### src/rtl/core/laser_range_data_decoder_assert.svh
// Assertion macros shared by the decoder RTL.
`ifndef LASER_RANGE_DATA_DECODER_ASSERT_SVH
`define LASER_RANGE_DATA_DECODER_ASSERT_SVH

// The condition must hold at every clock edge outside reset.
`define LRDD_ASSERT_ALWAYS(name, cond) \
  name: assert property (@(posedge clk_i) disable iff (!rst_ni) (cond)) \
    else $error("%m: invariant violated");

// The consequent must hold in the cycle after the antecedent.
`define LRDD_ASSERT_NEXT(name, ante, cons) \
  name: assert property (@(posedge clk_i) disable iff (!rst_ni) (ante) |=> (cons)) \
    else $error("%m: next-cycle check failed");

// The consequent must hold in the same cycle as the antecedent.
`define LRDD_ASSERT_IMPLY(name, ante, cons) \
  name: assert property (@(posedge clk_i) disable iff (!rst_ni) (ante) |-> (cons)) \
    else $error("%m: implication failed");

`endif

### src/rtl/core/lrdd_pkg.sv
`timescale 1ns / 1ps

package lrdd_pkg;

  localparam int unsigned CHARS_PER_VALUE = 3;
  localparam int unsigned MAX_COUNT       = 4095;

  localparam int unsigned BYTE_W     = 8;
  localparam int unsigned SIX_W      = 6;
  localparam int unsigned VALUE_W    = 18;
  localparam int unsigned CLASS_W    = 2;
  localparam int unsigned STATUS_W   = 2;
  localparam int unsigned MODEL_W    = 2;
  localparam int unsigned EXPECT_W   = 12;
  localparam int unsigned COUNT_W    = 13;
  localparam int unsigned CHAR_IDX_W = 3;
  localparam int unsigned TOTAL_W    = CHAR_IDX_W + 1;
  localparam int unsigned CFG_IDX_W  = 2;
  localparam int unsigned CFG_DATA_W = 18;
  localparam int unsigned TDATA_OUT_W = 40;

  localparam logic [BYTE_W-1:0] LF_CHAR    = 8'h0A;
  localparam logic [BYTE_W-1:0] DIGIT_BASE = 8'h30;

  localparam logic [VALUE_W-1:0] LONG_TOO_FAR = VALUE_W'(4);
  localparam logic [VALUE_W-1:0] MIN_RANGE_RESET = VALUE_W'(20);

  localparam logic [CHAR_IDX_W-1:0] CPV_IDX = CHAR_IDX_W'(CHARS_PER_VALUE);
  localparam logic [TOTAL_W-1:0] CPV_IDX_TWICE = TOTAL_W'(2 * CHARS_PER_VALUE);
  localparam logic [COUNT_W-1:0] MAX_COUNT_C = COUNT_W'(MAX_COUNT);

  localparam logic [CFG_IDX_W-1:0] REG_REMISSION_EN = 2'd0;
  localparam logic [CFG_IDX_W-1:0] REG_DEVICE_MODEL = 2'd1;
  localparam logic [CFG_IDX_W-1:0] REG_MIN_RANGE    = 2'd2;
  localparam logic [CFG_IDX_W-1:0] REG_EXPECTED_CNT = 2'd3;

  localparam logic [MODEL_W-1:0] MODEL_SHORT = 2'd0;
  localparam logic [MODEL_W-1:0] MODEL_LONG  = 2'd1;

  localparam logic KIND_VALUE = 1'b0;
  localparam logic KIND_END   = 1'b1;

  localparam logic [CLASS_W-1:0] CLASS_VALID     = 2'd0;
  localparam logic [CLASS_W-1:0] CLASS_TOO_FAR   = 2'd1;
  localparam logic [CLASS_W-1:0] CLASS_MEAS_ERR  = 2'd2;
  localparam logic [CLASS_W-1:0] CLASS_OTHER_ERR = 2'd3;

  localparam logic [STATUS_W-1:0] STATUS_OK        = 2'd0;
  localparam logic [STATUS_W-1:0] STATUS_TOO_FEW   = 2'd1;
  localparam logic [STATUS_W-1:0] STATUS_TOO_MANY  = 2'd2;
  localparam logic [STATUS_W-1:0] STATUS_PARTIAL   = 2'd3;

  function automatic logic [CLASS_W-1:0] classify_range(
    input logic [VALUE_W-1:0] r,
    input logic [VALUE_W-1:0] min_r,
    input logic [MODEL_W-1:0] model
  );
    logic [CLASS_W-1:0] cls;
    cls = CLASS_VALID;
    if (r < min_r) begin
      if (model == MODEL_SHORT) begin
        cls = (r == '0) ? CLASS_TOO_FAR : CLASS_MEAS_ERR;
      end else if (model == MODEL_LONG) begin
        if (r == LONG_TOO_FAR) begin
          cls = CLASS_TOO_FAR;
        end else if (r > LONG_TOO_FAR) begin
          cls = CLASS_OTHER_ERR;
        end
      end
    end
    return cls;
  endfunction

endpackage

### src/rtl/core/laser_range_data_decoder.sv
`timescale 1ns / 1ps

// Decodes the data section of a scanner reply, one ASCII byte per transfer. Each byte is held
// until the next one arrives: a byte followed by a line feed is a line checksum and is dropped,
// and every other byte but a line feed contributes six bits. Three characters give an 18-bit
// range, followed by three remission characters when remission is enabled. A value result
// leaves for every completed value, and two line feeds in a row produce an end-of-block result
// with tlast high and a status: partial value, or value count against expected count. One byte
// is taken per clock cycle unless stalled; each byte passes through one stage of logic into the
// output register, so a result appears in the cycle after the transfer of the byte that follows
// its last character. Configuration must be written while no transfer is in progress.
module laser_range_data_decoder
  import lrdd_pkg::*;
(
  input  logic                   clk_i,
  input  logic                   rst_ni,
  input  logic                   cfg_valid_i,
  output logic                   cfg_ready_o,
  input  logic [CFG_IDX_W-1:0]   cfg_index_i,
  input  logic [CFG_DATA_W-1:0]  cfg_data_i,
  input  logic                   s_axis_tvalid_i,
  output logic                   s_axis_tready_o,
  // Fields from bit 0: rx_byte.
  input  logic [BYTE_W-1:0]      s_axis_tdata_i,
  output logic                   m_axis_tvalid_o,
  input  logic                   m_axis_tready_i,
  // Fields from bit 0: range_mm, remission_level, range_class, block_status.
  output logic [TDATA_OUT_W-1:0] m_axis_tdata_o,
  // Fields from bit 0: item_kind.
  output logic                   m_axis_tuser_o,
  output logic                   m_axis_tlast_o
);

  logic                  rem_en_q;
  logic [MODEL_W-1:0]    model_q;
  logic [VALUE_W-1:0]    min_range_q;
  logic [EXPECT_W-1:0]   expected_q;

  logic [BYTE_W-1:0]     held_byte_q, held_byte_d;
  logic                  held_valid_q, held_valid_d;
  logic [CHAR_IDX_W-1:0] char_idx_q, char_idx_d;
  logic [VALUE_W-1:0]    range_q, range_d;
  logic [VALUE_W-1:0]    rem_q, rem_d;
  logic [COUNT_W-1:0]    count_q, count_d;

  logic                  out_valid_q, out_valid_d;
  logic                  out_kind_q, out_kind_d;
  logic [VALUE_W-1:0]    out_range_q, out_range_d;
  logic [VALUE_W-1:0]    out_rem_q, out_rem_d;
  logic [CLASS_W-1:0]    out_class_q, out_class_d;
  logic [STATUS_W-1:0]   out_status_q, out_status_d;

  logic                  in_xfer;
  logic                  produce;
  logic                  end_blk;
  logic [SIX_W-1:0]      six;
  logic [VALUE_W-1:0]    range_new, rem_new;
  logic [CHAR_IDX_W-1:0] idx_inc;
  logic [TOTAL_W-1:0]    total;
  logic [COUNT_W-1:0]    expected_ext;

  assign cfg_ready_o     = 1'b1;
  assign s_axis_tready_o = !out_valid_q || m_axis_tready_i;
  assign in_xfer         = s_axis_tvalid_i && s_axis_tready_o;

  always_ff @(posedge clk_i or negedge rst_ni) begin
    if (!rst_ni) begin
      rem_en_q    <= 1'b0;
      model_q     <= MODEL_SHORT;
      min_range_q <= MIN_RANGE_RESET;
      expected_q  <= '0;
    end else if (cfg_valid_i) begin
      unique case (cfg_index_i)
        REG_REMISSION_EN: rem_en_q    <= cfg_data_i[0];
        REG_DEVICE_MODEL: model_q     <= cfg_data_i[MODEL_W-1:0];
        REG_MIN_RANGE:    min_range_q <= cfg_data_i[VALUE_W-1:0];
        REG_EXPECTED_CNT: expected_q  <= cfg_data_i[EXPECT_W-1:0];
        default: begin
        end
      endcase
    end
  end

  assign six          = SIX_W'(held_byte_q - DIGIT_BASE);
  assign idx_inc      = char_idx_q + CHAR_IDX_W'(1);
  assign total        = rem_en_q ? CPV_IDX_TWICE : {1'b0, CPV_IDX};
  assign expected_ext = COUNT_W'(expected_q);
  assign range_new    = (char_idx_q < CPV_IDX) ? {range_q[VALUE_W-SIX_W-1:0], six} : range_q;
  assign rem_new      = (char_idx_q < CPV_IDX) ? rem_q : {rem_q[VALUE_W-SIX_W-1:0], six};

  always_comb begin
    held_byte_d  = held_byte_q;
    held_valid_d = held_valid_q;
    char_idx_d   = char_idx_q;
    range_d      = range_q;
    rem_d        = rem_q;
    count_d      = count_q;
    produce      = 1'b0;
    end_blk      = 1'b0;
    out_kind_d   = out_kind_q;
    out_range_d  = out_range_q;
    out_rem_d    = out_rem_q;
    out_class_d  = out_class_q;
    out_status_d = out_status_q;

    if (in_xfer) begin
      held_byte_d  = s_axis_tdata_i;
      held_valid_d = 1'b1;
      if (held_valid_q) begin
        if (s_axis_tdata_i == LF_CHAR) begin
          if (held_byte_q == LF_CHAR) begin
            end_blk      = 1'b1;
            produce      = 1'b1;
            out_kind_d   = KIND_END;
            out_range_d  = '0;
            out_rem_d    = '0;
            out_class_d  = CLASS_VALID;
            if (char_idx_q != '0) begin
              out_status_d = STATUS_PARTIAL;
            end else if (count_q < expected_ext) begin
              out_status_d = STATUS_TOO_FEW;
            end else if (count_q > expected_ext) begin
              out_status_d = STATUS_TOO_MANY;
            end else begin
              out_status_d = STATUS_OK;
            end
            char_idx_d   = '0;
            range_d      = '0;
            rem_d        = '0;
            count_d      = '0;
            held_byte_d  = '0;
            held_valid_d = 1'b0;
          end
        end else if (held_byte_q != LF_CHAR) begin
          if ({1'b0, idx_inc} >= total) begin
            produce      = 1'b1;
            out_kind_d   = KIND_VALUE;
            out_range_d  = range_new;
            out_rem_d    = rem_en_q ? rem_new : '0;
            out_class_d  = classify_range(range_new, min_range_q, model_q);
            out_status_d = STATUS_OK;
            if (count_q < MAX_COUNT_C) begin
              count_d = count_q + COUNT_W'(1);
            end
            char_idx_d = '0;
            range_d    = '0;
            rem_d      = '0;
          end else begin
            char_idx_d = idx_inc;
            range_d    = range_new;
            rem_d      = rem_new;
          end
        end
      end
    end
  end

  always_comb begin
    out_valid_d = out_valid_q;
    if (produce) begin
      out_valid_d = 1'b1;
    end else if (m_axis_tready_i) begin
      out_valid_d = 1'b0;
    end
  end

  always_ff @(posedge clk_i or negedge rst_ni) begin
    if (!rst_ni) begin
      held_byte_q  <= '0;
      held_valid_q <= 1'b0;
      char_idx_q   <= '0;
      range_q      <= '0;
      rem_q        <= '0;
      count_q      <= '0;
      out_valid_q  <= 1'b0;
    end else begin
      held_byte_q  <= held_byte_d;
      held_valid_q <= held_valid_d;
      char_idx_q   <= char_idx_d;
      range_q      <= range_d;
      rem_q        <= rem_d;
      count_q      <= count_d;
      out_valid_q  <= out_valid_d;
    end
  end

  always_ff @(posedge clk_i) begin
    out_kind_q   <= out_kind_d;
    out_range_q  <= out_range_d;
    out_rem_q    <= out_rem_d;
    out_class_q  <= out_class_d;
    out_status_q <= out_status_d;
  end

  assign m_axis_tvalid_o = out_valid_q;
  assign m_axis_tdata_o  = {out_status_q, out_class_q, out_rem_q, out_range_q};
  assign m_axis_tuser_o  = out_kind_q;
  assign m_axis_tlast_o  = out_kind_q;

`include "laser_range_data_decoder_assert.svh"

  `LRDD_ASSERT_ALWAYS(a_char_idx_bound, {1'b0, char_idx_q} < CPV_IDX_TWICE)
  `LRDD_ASSERT_ALWAYS(a_count_bound, count_q <= MAX_COUNT_C)
  `LRDD_ASSERT_NEXT(a_end_clears, end_blk, !held_valid_q && (count_q == '0) && (char_idx_q == '0))
  `LRDD_ASSERT_IMPLY(a_value_status, m_axis_tvalid_o && (m_axis_tuser_o == KIND_VALUE), out_status_q == STATUS_OK)

endmodule

### config.mk
export PLATFORM = sky130hd
export DESIGN_NAME = laser_range_data_decoder
export DESIGN_NICKNAME = d
export VERILOG_FILES = /design/src/rtl/core/lrdd_pkg.sv /design/src/rtl/core/laser_range_data_decoder.sv
export VERILOG_INCLUDE_DIRS = /design/src /design/src/rtl/core
export SDC_FILE = /design/constraint.sdc
export NUM_CORES = 1
export LEC_CHECK = 0
export BUFFER_PORTS_ARGS = -buffer_cell sky130_fd_sc_hd__buf_2
export CAP_MARGIN = 20
export CORE_MARGIN = 8
export CORE_UTILIZATION = 30
export DETAILED_ROUTE_END_ITERATION = 16
export RECOVER_POWER = 50
export SETUP_SLACK_MARGIN = 0.05
export SLEW_MARGIN = 20
export SYNTH_ARGS = -nofsm -noshare
export SYNTH_HDL_FRONTEND = slang
export SYNTH_SLANG_ARGS = --single-unit
### constraint.sdc
create_clock -name clk_i -period 11 [get_ports clk_i]
set_input_delay 1.1 -clock clk_i [delete_from_list [all_inputs] [get_ports clk_i]]
set_output_delay 1.1 -clock clk_i [all_outputs]
set_load 0.02 [all_outputs]
* Word level (Yosys, flattened, before mapping)
Cells that the tools add are included.
** Storage, ports and cells
- Register bits :: 136
- Latch bits :: 0
- Memory bits (writable) :: 0
- ROM bits :: 0
- Input bits :: 33
- Output and inout bits :: 45
- Logic and storage cells :: 114
- Memories kept :: 0
** Cells by class
- $add $sub $neg :: 3
- Multipliers :: 0
- Divide/modulo/power cells :: 0
- Magnitude comparators :: 7
- Eq/ne operators :: 9
- Shifts and indexed selects :: 0
- Muxes and demuxes :: 61
- Bitwise operators :: 0
- Reduce and logical (&&, ||, !) cells :: 18
** Operator list (count)
- $mux 18 :: 16
- $mux 13 :: 5
- $mux 2 :: 17
- $mux 8 :: 3
- $eq 18x3->1 const B :: 1
- $gt 18x3->1 const B :: 1
- $logic_not 18->1 :: 1
- $lt 18x18->1 :: 1
- $eq 8x4->1 const B :: 2
- $mux 1 :: 15
- $mux 3 :: 5
- $add 13x1->13 const B :: 1
- $gt 13x12->1 :: 1
- $lt 13x12->1 :: 1
- $lt 13x12->1 const B :: 1
- $ne 8x4->1 const B :: 1
- $reduce_and 2->1 :: 4
- $reduce_bool 2->1 :: 4
- $reduce_and 6->1 :: 1
- $sub 6x6->6 const B :: 1
- $reduce_and 5->1 :: 1
- $eq 2x1->1 const B :: 2
- $eq 2x2->1 const B :: 2
- $logic_not 2->1 :: 2
- 9 further kinds :: 9

* Depth between registers and ports, before layout
- Depth after elaboration :: 11
- Depth in mapped cells :: 12
- Mapped depth without buffers :: 10

* Worst setup path after synthesis
Ideal clock, no wire load.
- Path kind :: input to register
- Start :: input s_axis_tdata_i[6]
- End :: register out_kind_q, in the netlist m_axis_tlast_o, enable pin
- Library setup time :: 490 ps
- Arrival time :: 4922 ps
- Data required time :: 10510 ps
- Setup slack :: 5588 ps
- Stages on the path :: 6
- Buffers on the path :: 1
- Path through :: nor4b_2 nand2_2 nand2_1 clkbuf_1 o21ai_0 nor3_1
** On the way
- Cells in the longest elaborated chain, start to end :: 3
- Elaborated cells between the ends (all ways) :: 5
- Those cells by class :: 2 x eq/ne; 3 x reduce/logical
** Ends and longest elaborated chain
- start, declared :: line laser_range_data_decoder.sv:24 : input logic [BYTE_W-1:0] s_axis_tdata_i,
- $eq 8x4->1 * :: line laser_range_data_decoder.sv:110 : if (s_axis_tdata_i == LF_CHAR) begin
- $ne 2x1->1 (no source line) or $reduce_bool 2->1 (tied branches)
- $reduce_and 5->1 (no source line) *
- end signal, assigned :: line laser_range_data_decoder.sv:188 : out_kind_q <= out_kind_d;
- end, declared :: line laser_range_data_decoder.sv:47 : logic out_kind_q, out_kind_d;
Mark *: on every way between the ends. The rest lies on a longest branch, timed or not.
A chain may end at the register's enable or synchronous reset.

==> summary.md <==
| Metric | Value |
|---|---|
| Period utilization | 0.4563 |
| Layout fillers | 2267 |
| Overflow left after global routing | 0 |
| Routed WL | 16.08 mm |
| Syn Inst Count | 634 |
| Hold Crit Class | flip-flop to flip-flop |
| Max Fclk | 199.2 MHz |
| LEAKAGE | 0.003606 uW |
| Register-to-register setup slack | 7170 ps |
| Wire per inst | 15.99 microns |
| Period minus WS final | 5019 ps |
| VDD IR max | 0.1306 mV |
| Kind of critical path | primary input to asynchronous set/reset pin |
| Area Growth Syn to Fin | 17.39% |
| Final ANT Viol Nets | 0 |
| Worst path slowest cell | clkbuf_1 |
| Top cell by count, worst path | clkbuf_1 |
| Via count | 4924 |
| # clock sinks | 136 |
| Worst reg2reg endpoint | out_range_q[0] |
| Port Buffers | 76 |
| Share of cells above drive strength 1 | 0.1847 |
| Detailed Place HPWL | 11.55 mm |
| Delay of the slowest cell on the worst path | 1950 ps |
| Initial antenna violation count | 2 |
| Cell family with most CP delay | buffers and inverters |
| All-layer global routing usage | 0.1181 |
| CTS Buffer Depth | 2 |
| Area of the multi-input gates | 2850 sq um |
| EDFF count, synth | 41 |
| Max-cap violations | 2 |
| Hold Startpoint | min_range_q[13] |
| Mapped Area | 6822 sq um |
| CTS H-tree depth | 4 |
| Mapped Nets | 703 |
| Vias/cell | 4.895 |
| DP Area | 7472 sq um |
| Startpoint types | primary input |
| CTS tree | yes |
| Async SR Flop Fraction | 0.6985 |
| Crit end category | asynchronous set/reset pin |
| Synth cell types | 59 |
| Routability cong. | 0.7912 |
| Yosys warnings | 0 |
| CTS root buffer | clkbuf_16 |
| Most used DFF post-synth | dfrtp_1 |
| Setup TNS | 0 ps |
| Pin count of the biggest net entering global routing | 51 |
| Hold Path Sink | min_range_q[13] |
| DRT Pass-1 Iters | 4 |
| Endpoints failing setup | 0 |
| Sequential area share after synthesis | 0.5293 |
| PwrDens | 273.6 nW/um^2 |
| Row cnt | 55 |
| Cts hold-fix bufs | 0 |
| Syn_area_per_cell | 10.76 sq um |
| Buf+Inv Stages, Crit Path | 2 |
| Die Width | 166.8 microns |
| Fin util | 0.3559 |
| Post-cts resize count | 0 |
| I/O pin count | 78 |
| Final Instance Area | 8008 sq um |
| Hold depth | 1 |
| CP Cell Sequence | clkbuf_1, clkbuf_1 |
| Setup Fix Bufs, Post-CTS | 0 |
| Final Hold Viols | 0 |
| Cells on worst reg2reg path | 8 |
| Seq cells post-synth | 136 |
| Dpl ws | 6634 ps |
| Clk_lat worst skew | 420 ps |
| Post-route clock skew | 9.584 ps |
| Worst Path Max Fanout | 50 |
| Die height | 166.8 microns |
| 1st-iter DRT viols | 279 |
| Vias in the first global route | 4971 |
| Core Area | 22500 sq um |
| Rel. slew slack | -0.8833 |
| WP data required | 10990 ps |
| RSZ-0062 raised after global routing | no |
| DR DRC count | 0 |
| Status | complete, but fails checks |
| FF-to-FF Start | char_idx_q[0] |
| Slew Viols, Final | 98 |
| Violated checks | capacitance limit, slew limit |
| Final #Nets | 776 |
| Die footprint | 27820 sq um |
| Critical Path AT | 5010 ps |
| First-pass GRT wire length | 26.41 mm |
| Final Worst Setup Slack | 5981 ps |
| CTS Buf Count | 17 |
| Reg clk slew, reported paths | 60 ps |
| Initial Util | 0.3031 |
| Storage cell area | 3611 sq um |
| Slew @ Worst Pin | 2825 ps |
## sequential cells by signal, indices dropped and copies added (netlist names), 3 cells and up
signal and flops:
min_range_q 18, out_range_q 18, out_rem_q 18, range_q 18
rem_q 18, count_q 13, expected_q 12, held_byte_q 8
char_idx_q 3
## synth_stat cells, types with 7 or more instances
cell type | instances | area share
a21oi_1 | 36 | 0.026
a22o_1 | 19 | 0.024
clkbuf_1 | 13 | 0.0072
dfrtp_1 | 93 | 0.34
edfxtp_1 | 41 | 0.18
ha_1 | 36 | 0.066
inv_1 | 56 | 0.031
mux2_2 | 33 | 0.054
mux2i_1 | 19 | 0.028
nand2_1 | 90 | 0.050
nand3_1 | 18 | 0.013
nor2_1 | 30 | 0.017
nor2b_1 | 8 | 0.0073
o21ai_0 | 7 | 0.0051
o21ai_1 | 11 | 0.0081
o31ai_1 | 23 | 0.025
## final cells by class
| type | instances | share of cell area |
|---|---|---|
| diodes | 1 | 0.0003125 |
| clock buffers | 19 | 0.05531 |
| clock inverters | 13 | 0.01828 |
| inverters | 58 | 0.02734 |
| multi-input cells | 413 | 0.3559 |
| flip-flops and latches | 136 | 0.4509 |
| well taps | 285 | 0.04453 |
| repair buffers | 81 | 0.04734 |
## layout by cell type, fill, tap and decap left out, types with 5 or more instances in the layout
cell and instances:
dfrtp_1 93, nand2_1 91, inv_1 56, buf_2 48, edfxtp_1 41, a21oi_1 36, ha_1 36, mux2_2 33
nor2_1 31, clkbuf_1 30, o31ai_1 23, mux2i_1 19, a22o_1 19, nand3_1 18, clkbuf_16 17, o21ai_0 10
nor2b_1 8, o21ai_1 7, or3_1 6, or4_1 6, nand4_1 6, nor4_1 5
## worst max-delay path by stage
stage,from,to,slack (ps),cells after the start
floorplan,s_axis_tdata_i[6],m_axis_tlast_o,5590,6
global placement,s_axis_tdata_i[6],out_rem_q[11],6700,7
detailed placement,s_axis_tdata_i[4],out_rem_q[16],6630,7
CTS,s_axis_tdata_i[4],out_class_q[1],7050,7
global route,rst_ni,count_q[11],5080,2
finish,rst_ni,min_range_q[0],5980,2
## per-layer routing
metal | routed length (microns) | vias up | track usage
met1 | 7678 | 2381 | 0.1548
met2 | 7355 | 108 | 0.1839
met5 | 13 | - | 0
met4 | 145 | 2 | 0.03212
met3 | 890 | 20 | 0.03901
li1 | - | 2413 | -
## metrics by stage
stage	instances	power [uW]	hold WS (ps)
finish	1006	2191	501.7
global route	1006	2344	508.8
CTS	1005	2223	503.7
detailed placement	973	1643	484.0
global placement	973	1627	483.6
floorplan	634	1412	465.7
## where the power goes
part / total, uW / internal [uW] / switching (uW) / leakage, uW
clock: 568 / 342 / 227 / 0.000274
combinational: 806 / 275 / 532 / 0.00173
sequential: 816 / 706 / 109 / 0.00160
## kinds of logic (layout without fill, tap and decap cells)
group           after synthesis  after routing  synth area share
compound gates              127            127            0.1286
xor+xnor                      1              1          0.001284
fa+ha+maj                    36             36           0.06603
buf+inv                      85            171           0.05246
flops                       136            136            0.5293
mux                          52             52           0.08236
other cells                   1              2         0.0005497
simple gates                196            196            0.1394
(Power assumes the default switching activity.)
